### src/rtl/rballoc_pkg.sv
// Package with the shared constants, codes and structs of the ring bridge allocator.
package rballoc_pkg;

  // Field widths of the channel payloads.
  localparam int TAG_W   = 16;
  localparam int BYTES_W = 9;
  localparam int WIDTH_W = 7;
  localparam int GRANT_W = 2;

  // Packet limits.
  localparam int MAX_PACKET_BYTES = 256;
  localparam int TAG_BITS         = 16;

  // Tag bits kept: the tag field, narrowed further when TAG_BITS is smaller.
  localparam logic [TAG_W-1:0] TAG_MASK = (TAG_BITS >= TAG_W) ? {TAG_W{1'b1}} :
                                          TAG_W'((64'd1 << TAG_BITS) - 64'd1);

  // Clamped packet length as a field-wide constant.
  localparam logic [BYTES_W-1:0] MAX_BYTES_VAL = BYTES_W'(MAX_PACKET_BYTES);

  // Reset value of the serializer width register.
  localparam logic [WIDTH_W-1:0] WIDTH_RESET = WIDTH_W'(32);

  // Grant codes.
  localparam logic [GRANT_W-1:0] GRANT_NONE = 2'd0;
  localparam logic [GRANT_W-1:0] GRANT_CW   = 2'd1;
  localparam logic [GRANT_W-1:0] GRANT_CCW  = 2'd2;

  // Output directions, used as serializer index and preferred direction.
  localparam logic DIR_CW  = 1'b0;
  localparam logic DIR_CCW = 1'b1;

  // One input queue head.
  typedef struct packed {
    logic               valid;
    logic [TAG_W-1:0]   tag;
    logic [BYTES_W-1:0] bytes;
    logic [1:0]         pref;
  } head_t;

  // One allocation tick as captured from the input channel.
  typedef struct packed {
    head_t cw;
    head_t ccw;
    logic  cw_space;
    logic  ccw_space;
  } tick_t;

  // Packet handed to a serializer on a grant.
  typedef struct packed {
    logic               load;
    logic [BYTES_W-1:0] bytes;
    logic [TAG_W-1:0]   tag;
  } load_t;

  // Serializer status for the current tick.
  typedef struct packed {
    logic             handoff_valid;
    logic [TAG_W-1:0] handoff_tag;
    logic             idle;
  } ser_status_t;

  // Allocation decision for the current tick.
  typedef struct packed {
    logic [GRANT_W-1:0] cw_grant;
    logic [GRANT_W-1:0] ccw_grant;
    logic               favored;
  } decision_t;

  // Complete result of one tick.
  typedef struct packed {
    decision_t   dec;
    ser_status_t cw;
    ser_status_t ccw;
  } result_t;

endpackage

### src/rtl/rballoc_if.sv
// Channel interfaces of the ring bridge allocator: tick input, allocation result, configuration.
interface rballoc_in_if;
  logic                                valid;
  logic                                ready;
  logic                                cw_head_valid;
  logic [rballoc_pkg::TAG_W-1:0]       cw_head_tag;
  logic [rballoc_pkg::BYTES_W-1:0]     cw_head_bytes;
  logic [1:0]                          cw_head_pref;
  logic                                ccw_head_valid;
  logic [rballoc_pkg::TAG_W-1:0]       ccw_head_tag;
  logic [rballoc_pkg::BYTES_W-1:0]     ccw_head_bytes;
  logic [1:0]                          ccw_head_pref;
  logic                                cw_out_space;
  logic                                ccw_out_space;

  modport source (
    output valid, cw_head_valid, cw_head_tag, cw_head_bytes, cw_head_pref,
           ccw_head_valid, ccw_head_tag, ccw_head_bytes, ccw_head_pref,
           cw_out_space, ccw_out_space,
    input  ready
  );
  modport sink (
    input  valid, cw_head_valid, cw_head_tag, cw_head_bytes, cw_head_pref,
           ccw_head_valid, ccw_head_tag, ccw_head_bytes, ccw_head_pref,
           cw_out_space, ccw_out_space,
    output ready
  );
endinterface

interface rballoc_out_if;
  logic                                valid;
  logic                                ready;
  logic [rballoc_pkg::GRANT_W-1:0]     cw_head_grant;
  logic [rballoc_pkg::GRANT_W-1:0]     ccw_head_grant;
  logic                                cw_handoff_valid;
  logic [rballoc_pkg::TAG_W-1:0]       cw_handoff_tag;
  logic                                ccw_handoff_valid;
  logic [rballoc_pkg::TAG_W-1:0]       ccw_handoff_tag;
  logic                                cw_out_idle;
  logic                                ccw_out_idle;
  logic                                round_robin_input;

  modport source (
    output valid, cw_head_grant, ccw_head_grant, cw_handoff_valid, cw_handoff_tag,
           ccw_handoff_valid, ccw_handoff_tag, cw_out_idle, ccw_out_idle,
           round_robin_input,
    input  ready
  );
  modport sink (
    input  valid, cw_head_grant, ccw_head_grant, cw_handoff_valid, cw_handoff_tag,
           ccw_handoff_valid, ccw_handoff_tag, cw_out_idle, ccw_out_idle,
           round_robin_input,
    output ready
  );
endinterface

interface rballoc_cfg_if;
  logic                                valid;
  logic                                ready;
  logic [rballoc_pkg::WIDTH_W-1:0]     bytes_per_tick;

  modport source (output valid, bytes_per_tick, input ready);
  modport sink (input valid, bytes_per_tick, output ready);
endinterface

### src/rtl/rballoc_arbiter.sv
// Two-by-two allocation: picks the best assignment of heads to outputs and keeps the policy pointers.
module rballoc_arbiter (
  input  logic                   clk,
  input  logic                   rst,
  input  logic                   advance,
  input  rballoc_pkg::tick_t     tick,
  input  logic [1:0]             busy,
  output rballoc_pkg::decision_t dec,
  output rballoc_pkg::load_t     load_cw,
  output rballoc_pkg::load_t     load_ccw
);

  // Policy pointers.
  logic favored_input;
  logic favored_input_next;
  logic tie_direction;
  logic tie_direction_next;

  logic [1:0] head_valid;
  logic [1:0] head_tie;
  logic [1:0] pref_dir;
  logic [1:0] avail;
  logic [rballoc_pkg::GRANT_W-1:0] best_g0;
  logic [rballoc_pkg::GRANT_W-1:0] best_g1;
  logic [rballoc_pkg::BYTES_W-1:0] cw_bytes;
  logic [rballoc_pkg::BYTES_W-1:0] ccw_bytes;
  logic [rballoc_pkg::TAG_W-1:0]   cw_tag;
  logic [rballoc_pkg::TAG_W-1:0]   ccw_tag;

  // Head decode: ties resolve to the tie pointer, outputs need space and an idle serializer.
  always_comb begin
    head_valid = {tick.ccw.valid, tick.cw.valid};
    head_tie   = {tick.ccw.pref[1], tick.cw.pref[1]};
    pref_dir[0] = head_tie[0] ? tie_direction : tick.cw.pref[0];
    pref_dir[1] = head_tie[1] ? tie_direction : tick.ccw.pref[0];
    avail[0] = !busy[0] && tick.cw_space;
    avail[1] = !busy[1] && tick.ccw_space;
  end

  // Packet length clamp and tag mask.
  always_comb begin
    cw_bytes  = (32'(tick.cw.bytes) > rballoc_pkg::MAX_PACKET_BYTES) ?
                rballoc_pkg::MAX_BYTES_VAL : tick.cw.bytes;
    ccw_bytes = (32'(tick.ccw.bytes) > rballoc_pkg::MAX_PACKET_BYTES) ?
                rballoc_pkg::MAX_BYTES_VAL : tick.ccw.bytes;
    cw_tag    = tick.cw.tag & rballoc_pkg::TAG_MASK;
    ccw_tag   = tick.ccw.tag & rballoc_pkg::TAG_MASK;
  end

  // Scan the nine assignments; the first one with the highest key wins.
  // Key order: transfers, preferred transfers, favored input served, clockwise served.
  always_comb begin
    logic       legal;
    logic [1:0] xfer;
    logic [1:0] pr;
    logic       t_next;
    logic       t_cw;
    logic [5:0] cand_key;
    logic [5:0] best_key;
    best_key = '0;
    best_g0  = rballoc_pkg::GRANT_NONE;
    best_g1  = rballoc_pkg::GRANT_NONE;
    for (int ga = 0; ga < 3; ga++) begin
      for (int gb = 0; gb < 3; gb++) begin
        legal = 1'b1;
        xfer  = 2'd0;
        pr    = 2'd0;
        if (ga != 0) begin
          if (!head_valid[0] || !avail[ga-1]) begin
            legal = 1'b0;
          end
          xfer = xfer + 2'd1;
          if (pref_dir[0] == (ga == 2)) begin
            pr = pr + 2'd1;
          end
        end
        if (gb != 0) begin
          if (!head_valid[1] || gb == ga || !avail[gb-1]) begin
            legal = 1'b0;
          end
          xfer = xfer + 2'd1;
          if (pref_dir[1] == (gb == 2)) begin
            pr = pr + 2'd1;
          end
        end
        t_next   = favored_input ? (gb != 0) : (ga != 0);
        t_cw     = (ga != 0);
        cand_key = {xfer, pr, t_next, t_cw};
        if (legal && cand_key > best_key) begin
          best_key = cand_key;
          best_g0  = rballoc_pkg::GRANT_W'(ga);
          best_g1  = rballoc_pkg::GRANT_W'(gb);
        end
      end
    end
  end

  // Pointer updates for this tick.
  always_comb begin
    logic any_grant;
    any_grant = (best_g0 != rballoc_pkg::GRANT_NONE) || (best_g1 != rballoc_pkg::GRANT_NONE);
    tie_direction_next = tie_direction
                       ^ ((best_g0 != rballoc_pkg::GRANT_NONE) && head_tie[0])
                       ^ ((best_g1 != rballoc_pkg::GRANT_NONE) && head_tie[1]);
    favored_input_next = favored_input
                       ^ (any_grant && head_valid[0] && head_valid[1]
                          && (pref_dir[0] == pref_dir[1]));
  end

  // Serializer loads: each output takes the head granted to it.
  always_comb begin
    load_cw  = '0;
    load_ccw = '0;
    if (best_g0 == rballoc_pkg::GRANT_CW) begin
      load_cw = '{load: 1'b1, bytes: cw_bytes, tag: cw_tag};
    end else if (best_g1 == rballoc_pkg::GRANT_CW) begin
      load_cw = '{load: 1'b1, bytes: ccw_bytes, tag: ccw_tag};
    end
    if (best_g0 == rballoc_pkg::GRANT_CCW) begin
      load_ccw = '{load: 1'b1, bytes: cw_bytes, tag: cw_tag};
    end else if (best_g1 == rballoc_pkg::GRANT_CCW) begin
      load_ccw = '{load: 1'b1, bytes: ccw_bytes, tag: ccw_tag};
    end
  end

  assign dec = '{cw_grant: best_g0, ccw_grant: best_g1, favored: favored_input_next};

  // Pointer registers advance once per processed item.
  always_ff @(posedge clk) begin
    if (rst) begin
      favored_input <= rballoc_pkg::DIR_CW;
      tie_direction <= rballoc_pkg::DIR_CW;
    end else if (advance) begin
      favored_input <= favored_input_next;
      tie_direction <= tie_direction_next;
    end
  end

endmodule

### src/rtl/rballoc_serializer.sv
// One output serializer: holds a granted packet and counts its bytes down by the width each tick.
module rballoc_serializer (
  input  logic                              clk,
  input  logic                              rst,
  input  logic                              advance,
  input  logic [rballoc_pkg::WIDTH_W-1:0]   bytes_per_tick,
  input  rballoc_pkg::load_t                load,
  output logic                              busy,
  output rballoc_pkg::ser_status_t          status
);

  logic [rballoc_pkg::BYTES_W-1:0] remaining;
  logic [rballoc_pkg::BYTES_W-1:0] remaining_next;
  logic [rballoc_pkg::TAG_W-1:0]   held_tag;
  logic [rballoc_pkg::TAG_W-1:0]   held_tag_next;
  logic                            pending;
  logic                            pending_next;

  // A grant loads the packet first; the same tick then moves one width of it.
  always_comb begin
    logic [rballoc_pkg::WIDTH_W-1:0] w;
    logic                            last;
    w = (bytes_per_tick == '0) ? rballoc_pkg::WIDTH_W'(1) : bytes_per_tick;
    pending_next   = load.load | pending;
    remaining_next = load.load ? load.bytes : remaining;
    held_tag_next  = load.load ? load.tag : held_tag;
    last = pending_next && (remaining_next <= rballoc_pkg::BYTES_W'(w));
    status.handoff_valid = last;
    status.handoff_tag   = last ? held_tag_next : '0;
    if (last) begin
      remaining_next = '0;
      pending_next   = 1'b0;
    end else if (pending_next) begin
      remaining_next = remaining_next - rballoc_pkg::BYTES_W'(w);
    end
    status.idle = !pending_next;
  end

  assign busy = pending;

  // Control state resets; the tag register holds payload only.
  always_ff @(posedge clk) begin
    if (rst) begin
      pending   <= 1'b0;
      remaining <= '0;
    end else if (advance) begin
      pending   <= pending_next;
      remaining <= remaining_next;
    end
  end

  always_ff @(posedge clk) begin
    if (advance) begin
      held_tag <= held_tag_next;
    end
  end

endmodule

### src/rtl/ring_bridge_two_by_two_allocator.sv
// Top level of the ring bridge two-by-two allocator for one bridge path.
//
//   channel  modport  carries
//   tick     sink     queue heads and destination space for one tick
//   alloc    source   grants, handoffs, serializer idle flags, round-robin input
//   cfg      sink     serializer width in bytes per tick
//
// Each item passes an input register and then a result register, from which its result is
// offered; one item is accepted per cycle while the result register is empty or drains.
// The allocation scan and the serializer countdown sit between those two registers,
// and the state they update is written as the item moves into the result register.
// A stalled result holds; the input register takes an item while the result waits only if it is empty.
// Reset is synchronous and clears both pipeline stages, the pointers and the serializers.
module ring_bridge_two_by_two_allocator (
  input  logic           clk,
  input  logic           rst,
  rballoc_in_if.sink     tick,
  rballoc_out_if.source  alloc,
  rballoc_cfg_if.sink    cfg
);

  logic                            in_valid;
  rballoc_pkg::tick_t              in_item;
  logic                            res_valid;
  rballoc_pkg::result_t            res_item;
  logic                            advance;
  logic [rballoc_pkg::WIDTH_W-1:0] bytes_per_tick;
  logic [1:0]                      busy;
  rballoc_pkg::decision_t          dec;
  rballoc_pkg::load_t              load_cw;
  rballoc_pkg::load_t              load_ccw;
  rballoc_pkg::ser_status_t        cw_status;
  rballoc_pkg::ser_status_t        ccw_status;

  // Pipeline handshake: an item moves on when the result register is empty or drains.
  assign advance    = in_valid && (!res_valid || alloc.ready);
  assign tick.ready = !in_valid || advance;
  assign cfg.ready  = 1'b1;

  // Width register.
  always_ff @(posedge clk) begin
    if (rst) begin
      bytes_per_tick <= rballoc_pkg::WIDTH_RESET;
    end else if (cfg.valid && cfg.ready) begin
      bytes_per_tick <= cfg.bytes_per_tick;
    end
  end

  // Input register.
  always_ff @(posedge clk) begin
    if (rst) begin
      in_valid <= 1'b0;
    end else if (tick.ready) begin
      in_valid <= tick.valid;
    end
  end

  always_ff @(posedge clk) begin
    if (tick.valid && tick.ready) begin
      in_item.cw.valid  <= tick.cw_head_valid;
      in_item.cw.tag    <= tick.cw_head_tag;
      in_item.cw.bytes  <= tick.cw_head_bytes;
      in_item.cw.pref   <= tick.cw_head_pref;
      in_item.ccw.valid <= tick.ccw_head_valid;
      in_item.ccw.tag   <= tick.ccw_head_tag;
      in_item.ccw.bytes <= tick.ccw_head_bytes;
      in_item.ccw.pref  <= tick.ccw_head_pref;
      in_item.cw_space  <= tick.cw_out_space;
      in_item.ccw_space <= tick.ccw_out_space;
    end
  end

  // Allocation and pointer state.
  rballoc_arbiter u_arbiter (
    .clk      (clk),
    .rst      (rst),
    .advance  (advance),
    .tick     (in_item),
    .busy     (busy),
    .dec      (dec),
    .load_cw  (load_cw),
    .load_ccw (load_ccw)
  );

  // Output serializers.
  rballoc_serializer u_ser_cw (
    .clk            (clk),
    .rst            (rst),
    .advance        (advance),
    .bytes_per_tick (bytes_per_tick),
    .load           (load_cw),
    .busy           (busy[0]),
    .status         (cw_status)
  );

  rballoc_serializer u_ser_ccw (
    .clk            (clk),
    .rst            (rst),
    .advance        (advance),
    .bytes_per_tick (bytes_per_tick),
    .load           (load_ccw),
    .busy           (busy[1]),
    .status         (ccw_status)
  );

  // Result register.
  always_ff @(posedge clk) begin
    if (rst) begin
      res_valid <= 1'b0;
    end else if (advance) begin
      res_valid <= 1'b1;
    end else if (alloc.ready) begin
      res_valid <= 1'b0;
    end
  end

  always_ff @(posedge clk) begin
    if (advance) begin
      res_item <= '{dec: dec, cw: cw_status, ccw: ccw_status};
    end
  end

  // Result channel.
  assign alloc.valid             = res_valid;
  assign alloc.cw_head_grant     = res_item.dec.cw_grant;
  assign alloc.ccw_head_grant    = res_item.dec.ccw_grant;
  assign alloc.cw_handoff_valid  = res_item.cw.handoff_valid;
  assign alloc.cw_handoff_tag    = res_item.cw.handoff_tag;
  assign alloc.ccw_handoff_valid = res_item.ccw.handoff_valid;
  assign alloc.ccw_handoff_tag   = res_item.ccw.handoff_tag;
  assign alloc.cw_out_idle       = res_item.cw.idle;
  assign alloc.ccw_out_idle      = res_item.ccw.idle;
  assign alloc.round_robin_input = res_item.dec.favored;

endmodule

### src/flat_wrapper.sv
// flat-port wrapper written by rule: the top's interface ports become plain ports
module ring_bridge_two_by_two_allocator_flat 
  (clk, rst, tick_valid, tick_cw_head_valid, tick_cw_head_tag, tick_cw_head_bytes, tick_cw_head_pref, tick_ccw_head_valid, tick_ccw_head_tag, tick_ccw_head_bytes, tick_ccw_head_pref, tick_cw_out_space, tick_ccw_out_space, tick_ready, alloc_valid, alloc_cw_head_grant, alloc_ccw_head_grant, alloc_cw_handoff_valid, alloc_cw_handoff_tag, alloc_ccw_handoff_valid, alloc_ccw_handoff_tag, alloc_cw_out_idle, alloc_ccw_out_idle, alloc_round_robin_input, alloc_ready, cfg_valid, cfg_bytes_per_tick, cfg_ready);
  rballoc_in_if tick_i ();
  rballoc_out_if alloc_i ();
  rballoc_cfg_if cfg_i ();
  input  logic clk;
  input  logic rst;
  input wire logic [$bits(tick_i.valid)-1:0] tick_valid;
  input wire logic [$bits(tick_i.cw_head_valid)-1:0] tick_cw_head_valid;
  input wire logic [$bits(tick_i.cw_head_tag)-1:0] tick_cw_head_tag;
  input wire logic [$bits(tick_i.cw_head_bytes)-1:0] tick_cw_head_bytes;
  input wire logic [$bits(tick_i.cw_head_pref)-1:0] tick_cw_head_pref;
  input wire logic [$bits(tick_i.ccw_head_valid)-1:0] tick_ccw_head_valid;
  input wire logic [$bits(tick_i.ccw_head_tag)-1:0] tick_ccw_head_tag;
  input wire logic [$bits(tick_i.ccw_head_bytes)-1:0] tick_ccw_head_bytes;
  input wire logic [$bits(tick_i.ccw_head_pref)-1:0] tick_ccw_head_pref;
  input wire logic [$bits(tick_i.cw_out_space)-1:0] tick_cw_out_space;
  input wire logic [$bits(tick_i.ccw_out_space)-1:0] tick_ccw_out_space;
  output wire logic [$bits(tick_i.ready)-1:0] tick_ready;
  output wire logic [$bits(alloc_i.valid)-1:0] alloc_valid;
  output wire logic [$bits(alloc_i.cw_head_grant)-1:0] alloc_cw_head_grant;
  output wire logic [$bits(alloc_i.ccw_head_grant)-1:0] alloc_ccw_head_grant;
  output wire logic [$bits(alloc_i.cw_handoff_valid)-1:0] alloc_cw_handoff_valid;
  output wire logic [$bits(alloc_i.cw_handoff_tag)-1:0] alloc_cw_handoff_tag;
  output wire logic [$bits(alloc_i.ccw_handoff_valid)-1:0] alloc_ccw_handoff_valid;
  output wire logic [$bits(alloc_i.ccw_handoff_tag)-1:0] alloc_ccw_handoff_tag;
  output wire logic [$bits(alloc_i.cw_out_idle)-1:0] alloc_cw_out_idle;
  output wire logic [$bits(alloc_i.ccw_out_idle)-1:0] alloc_ccw_out_idle;
  output wire logic [$bits(alloc_i.round_robin_input)-1:0] alloc_round_robin_input;
  input wire logic [$bits(alloc_i.ready)-1:0] alloc_ready;
  input wire logic [$bits(cfg_i.valid)-1:0] cfg_valid;
  input wire logic [$bits(cfg_i.bytes_per_tick)-1:0] cfg_bytes_per_tick;
  output wire logic [$bits(cfg_i.ready)-1:0] cfg_ready;
  assign tick_i.valid = tick_valid;
  assign tick_i.cw_head_valid = tick_cw_head_valid;
  assign tick_i.cw_head_tag = tick_cw_head_tag;
  assign tick_i.cw_head_bytes = tick_cw_head_bytes;
  assign tick_i.cw_head_pref = tick_cw_head_pref;
  assign tick_i.ccw_head_valid = tick_ccw_head_valid;
  assign tick_i.ccw_head_tag = tick_ccw_head_tag;
  assign tick_i.ccw_head_bytes = tick_ccw_head_bytes;
  assign tick_i.ccw_head_pref = tick_ccw_head_pref;
  assign tick_i.cw_out_space = tick_cw_out_space;
  assign tick_i.ccw_out_space = tick_ccw_out_space;
  assign tick_ready = tick_i.ready;
  assign alloc_valid = alloc_i.valid;
  assign alloc_cw_head_grant = alloc_i.cw_head_grant;
  assign alloc_ccw_head_grant = alloc_i.ccw_head_grant;
  assign alloc_cw_handoff_valid = alloc_i.cw_handoff_valid;
  assign alloc_cw_handoff_tag = alloc_i.cw_handoff_tag;
  assign alloc_ccw_handoff_valid = alloc_i.ccw_handoff_valid;
  assign alloc_ccw_handoff_tag = alloc_i.ccw_handoff_tag;
  assign alloc_cw_out_idle = alloc_i.cw_out_idle;
  assign alloc_ccw_out_idle = alloc_i.ccw_out_idle;
  assign alloc_round_robin_input = alloc_i.round_robin_input;
  assign alloc_i.ready = alloc_ready;
  assign cfg_i.valid = cfg_valid;
  assign cfg_i.bytes_per_tick = cfg_bytes_per_tick;
  assign cfg_ready = cfg_i.ready;
  ring_bridge_two_by_two_allocator u_core (.clk(clk), .rst(rst), .tick(tick_i), .alloc(alloc_i), .cfg(cfg_i));
endmodule
### config.mk
export PLATFORM = sky130hd
export DESIGN_NAME = ring_bridge_two_by_two_allocator_flat
export DESIGN_NICKNAME = d
export VERILOG_FILES = /design/src/rtl/rballoc_pkg.sv /design/src/rtl/rballoc_if.sv /design/src/rtl/rballoc_arbiter.sv /design/src/rtl/rballoc_serializer.sv /design/src/rtl/ring_bridge_two_by_two_allocator.sv /design/src/flat_wrapper.sv
export SDC_FILE = /design/constraint.sdc
export NUM_CORES = 1
export LEC_CHECK = 0
export ABC_CLOCK_PERIOD_IN_PS = 7050
export BUFFER_PORTS_ARGS = -buffer_cell sky130_fd_sc_hd__buf_2
export CAP_MARGIN = 20
export CELL_PAD_IN_SITES_DETAIL_PLACEMENT = 0
export CELL_PAD_IN_SITES_GLOBAL_PLACEMENT = 1
export CORE_MARGIN = 2
export CORE_UTILIZATION = 45
export DETAILED_ROUTE_END_ITERATION = 8
export PLACE_DENSITY = 0.83
export SKIP_CTS_REPAIR_TIMING = 1
export SKIP_LAST_GASP = 1
export SYNTH_ARGS = -nofsm -noshare
export SYNTH_HDL_FRONTEND = slang
export SYNTH_SLANG_ARGS = --single-unit
### constraint.sdc
create_clock -name clk -period 7.05 [get_ports clk]
set_input_delay 0.3525 -clock clk [delete_from_list [all_inputs] [get_ports clk]]
set_output_delay 0.3525 -clock clk [all_outputs]
set_load 0.005 [all_outputs]
==> results.yml <==
drt:
  route.met3.wl_microns: 993
  drt-met1-wl_microns: 8140
  num_vias: 5639
  postRouteAntennaNets: 0
  wl_per_cell_microns: 18.2
  drtIter0Drc: 403
  drc: 0
  via_per_inst: 5.45
  wl_met2_microns: 9220
  wl_microns: 18800
  top_layer: "met4"
  dr.pass1.iters: 5
floorplan:
  dieWidth_microns: 135
  core_area_sq_um: 16700
  die-area_sq_um: 18300
  start_util: 0.464
  top_level_ports: 114
  rows: 47
  die_height_microns: 135
clock_tree:
  clk_path_buf_depth: 2
  cts_root_buffer: "clkbuf_16"
  clock_latency_ns: 0.42
  clk_pin_slew_ns: 0.06
  htree_num_levels: 4
  cts_tree: "done"
  cts_buffers: 17
  clkSinkCount: 162
synth:
  synth-edff-count: 131
  async_flop_share: 0
  synth.top_cells.by_area: "edfxtp_1 (51%), dfxtp_1 (8.0%), nand2_1 (4.0%)"
  ys_seq_elements: 162
  yosys.area.top_type: "edfxtp_1"
  synth_ff_type: "edfxtp_1"
  syn_area_sq_um: 7740
  synth_top_area_frac: 0.508
  syn_avg_cell_area_sq_um: 11.3
  syn_inst: 685
  ys_seq_area_frac: 0.588
  synth.distinct_cells: 67
  yosys_warnings: 0
  yosysMostFrequentCell: "edfxtp_1"
  synth_nets: 778
  synthTopCellsByCount: "edfxtp_1 (131), nand2_1 (82), nor2_1 (68)"
grt:
  grt_max_degree: 79
  grtUsageTotal: 0.209
  grt_pass1_wl_microns: 29000
  grt_pass1_vias: 5482
  antenna_found_initial: 0
  grt_overflow: 0
sta:
  fin_crit_sh: 0.946
  final.min_clock_period_ns: 6.67
  finalHoldViolCount: 0
  skew_ns: 0.0116
  setup_violations: 0
  slew_violations: 0
  hold_slack_ns: 0.104
  fmax_ghz: 0.150
  worstMarginPinSlew_ns: 1.01
  relSlewSlack: 0.324
  fin_setup_tns_ns: 0
run:
  cap_violations: 0
finish:
  nNetsFinal: 894
  nFillCells: 1464
  drive_above_1_share: 0.242
  final_cells: 1034
  design_area_sq_um: 9180
  antenna_cells: 0
  area_growth_pct: 18.6
power_and_ir_drop:
  p_sw_uw: 693
  pwr-share-clk: 0.346
  power_leakage_uw: 0.00365
  swShare: 0.275
  ir_drop_mv: 0.157
  pwr-share-comb: 0.199
  seqPwrFrac: 0.456
  power_uw: 2520
  p_per_area_nw_per_um2: 275
  intPower_uw: 1830
worst_setup_path:
  critPathKind: "reg -> reg"
  required_ns: 7.29
  slowest_stage: "a311oi_4"
  cp.arrival_ns: 6.90
  start_kind: "flop"
  slowest_delay_ns: 0.49
  critPathMaxFanout: 8
  path_common_cell: "ha_1"
  cp-end-kind: "flop"
placed_design:
  place_inst: 992
  hpwl_microns: 12800
  gp_congestion: 0.952
  io_buffers: 112
  dpl_cell_area_sq_um: 8520
worst_hold_path:
  hold_class: "in -> reg"
run_status:
  status: "complete, no violations"
## power by group through the flow
| stage | clock network [uW] | logic [uW] | registers [uW] |
|---|---|---|---|
| floorplan | 0 | 348 | 1160 |
| global placement | 0 | 473 | 1170 |
| detailed placement | 0 | 482 | 1170 |
| CTS | 890 | 486 | 1150 |
| global route | 929 | 554 | 1160 |
| finish | 873 | 502 | 1150 |
## final timing paths
check | startpoint | endpoint | slack (ns) | cells past startpoint
max | u_core.in_item[29] | u_core.u_ser_ccw.remaining[6] | 0.38 | 30
min | tick_cw_head_pref[0] | u_core.in_item[30] | 0.10 | 1
max reg2reg | u_core.in_item[29] | u_core.u_ser_ccw.remaining[6] | 0.38 | 30
min reg2reg | u_core.u_ser_cw.remaining[5] | u_core.u_ser_cw.remaining[5] | 0.47 | 2
## per-stage QoR
step,setup WS (ns),utilization
global route,-0.0501,0.550
global placement,0.424,0.510
floorplan,0.575,-
CTS,0.0931,0.544
finish,0.383,0.550
detailed placement,0.137,0.510
## flip-flops by register name, indices dropped and copies added, names as in the netlist, 2 cells and up
name and flops:
u_core.alloc.ccw_handoff_tag 16, u_core.alloc.ccw_head_grant 2, u_core.alloc.cw_handoff_tag 16, u_core.alloc.cw_head_grant 2
u_core.bytes_per_tick 7, u_core.in_item 58, u_core.u_ser_ccw.held_tag 16, u_core.u_ser_ccw.remaining 9
u_core.u_ser_cw.held_tag 16, u_core.u_ser_cw.remaining 9
## layout by cell type, fill, tap and decap left out, types with 4 or more instances in the layout
| master | Yosys | final |
|---|---|---|
| a22oi_1 | 4 | 4 |
| a211oi_1 | 14 | 14 |
| nand3_1 | 9 | 9 |
| and3_1 | 4 | 4 |
| nor4_1 | 6 | 6 |
| ha_1 | 21 | 21 |
| mux2i_1 | 27 | 26 |
| or3_1 | 6 | 6 |
| a21oi_1 | 37 | 37 |
| clkbuf_16 | 0 | 17 |
| inv_1 | 20 | 18 |
| xnor2_1 | 8 | 8 |
| buf_2 | 5 | 112 |
| a21o_1 | 5 | 5 |
| nor2_1 | 68 | 67 |
| nand2b_1 | 11 | 11 |
| edfxtp_1 | 131 | 131 |
| clkinvlp_4 | 0 | 4 |
| inv_6 | 0 | 4 |
| a31oi_1 | 20 | 20 |
| dfxtp_1 | 31 | 31 |
| nor3_1 | 8 | 7 |
| nor2b_1 | 38 | 37 |
| nand2_1 | 82 | 82 |
| o211ai_1 | 5 | 5 |
| o21ai_0 | 35 | 33 |
| nor2b_2 | 9 | 10 |
| buf_4 | 3 | 19 |
## logic make-up after synthesis
| family | Yosys count | share of synthesized area |
|---|---|---|
| AO/OA/AOI/OAI | 146 | 0.129 |
| XOR/XNOR | 11 | 0.0124 |
| adder cells (fa/ha/maj) | 23 | 0.0391 |
| buffers and inverters | 59 | 0.0333 |
| flip-flops | 162 | 0.588 |
| multiplexers | 28 | 0.0368 |
| other | 1 | 0.000484 |
| AND/OR/NAND/NOR | 255 | 0.160 |
## cell type report
cell class | count | area, sq um | area share
Timing Repair Buffer | 132 | 723 | 0.0788
Sequential cell | 162 | 4550 | 0.496
Clock buffer | 22 | 464 | 0.0506
Timing Repair inverter | 1 | 7.51 | 0.000818
Clock inverter | 10 | 98.8 | 0.0108
Tap cell | 220 | 275 | 0.0300
Inverter | 23 | 91.3 | 0.00995
Multi-Input combinational cell | 464 | 2970 | 0.323
## worst max-delay path, delay by kind of cell, from the launching register on
family	cells	cell delay (ns)
mux	1	0.21
buf+inv	2	0.39
fa+ha+maj	4	1.13
compound gates	14	2.65
flops	1	0.47
simple gates	9	1.62
## per-layer routing
layer	up-vias	track usage
li1	2710	-
met1	2713	0.269
met2	181	0.345
met3	35	0.0520
met4	0	0.0775
met5	-	0
Power figures use the tool's default switching activity.
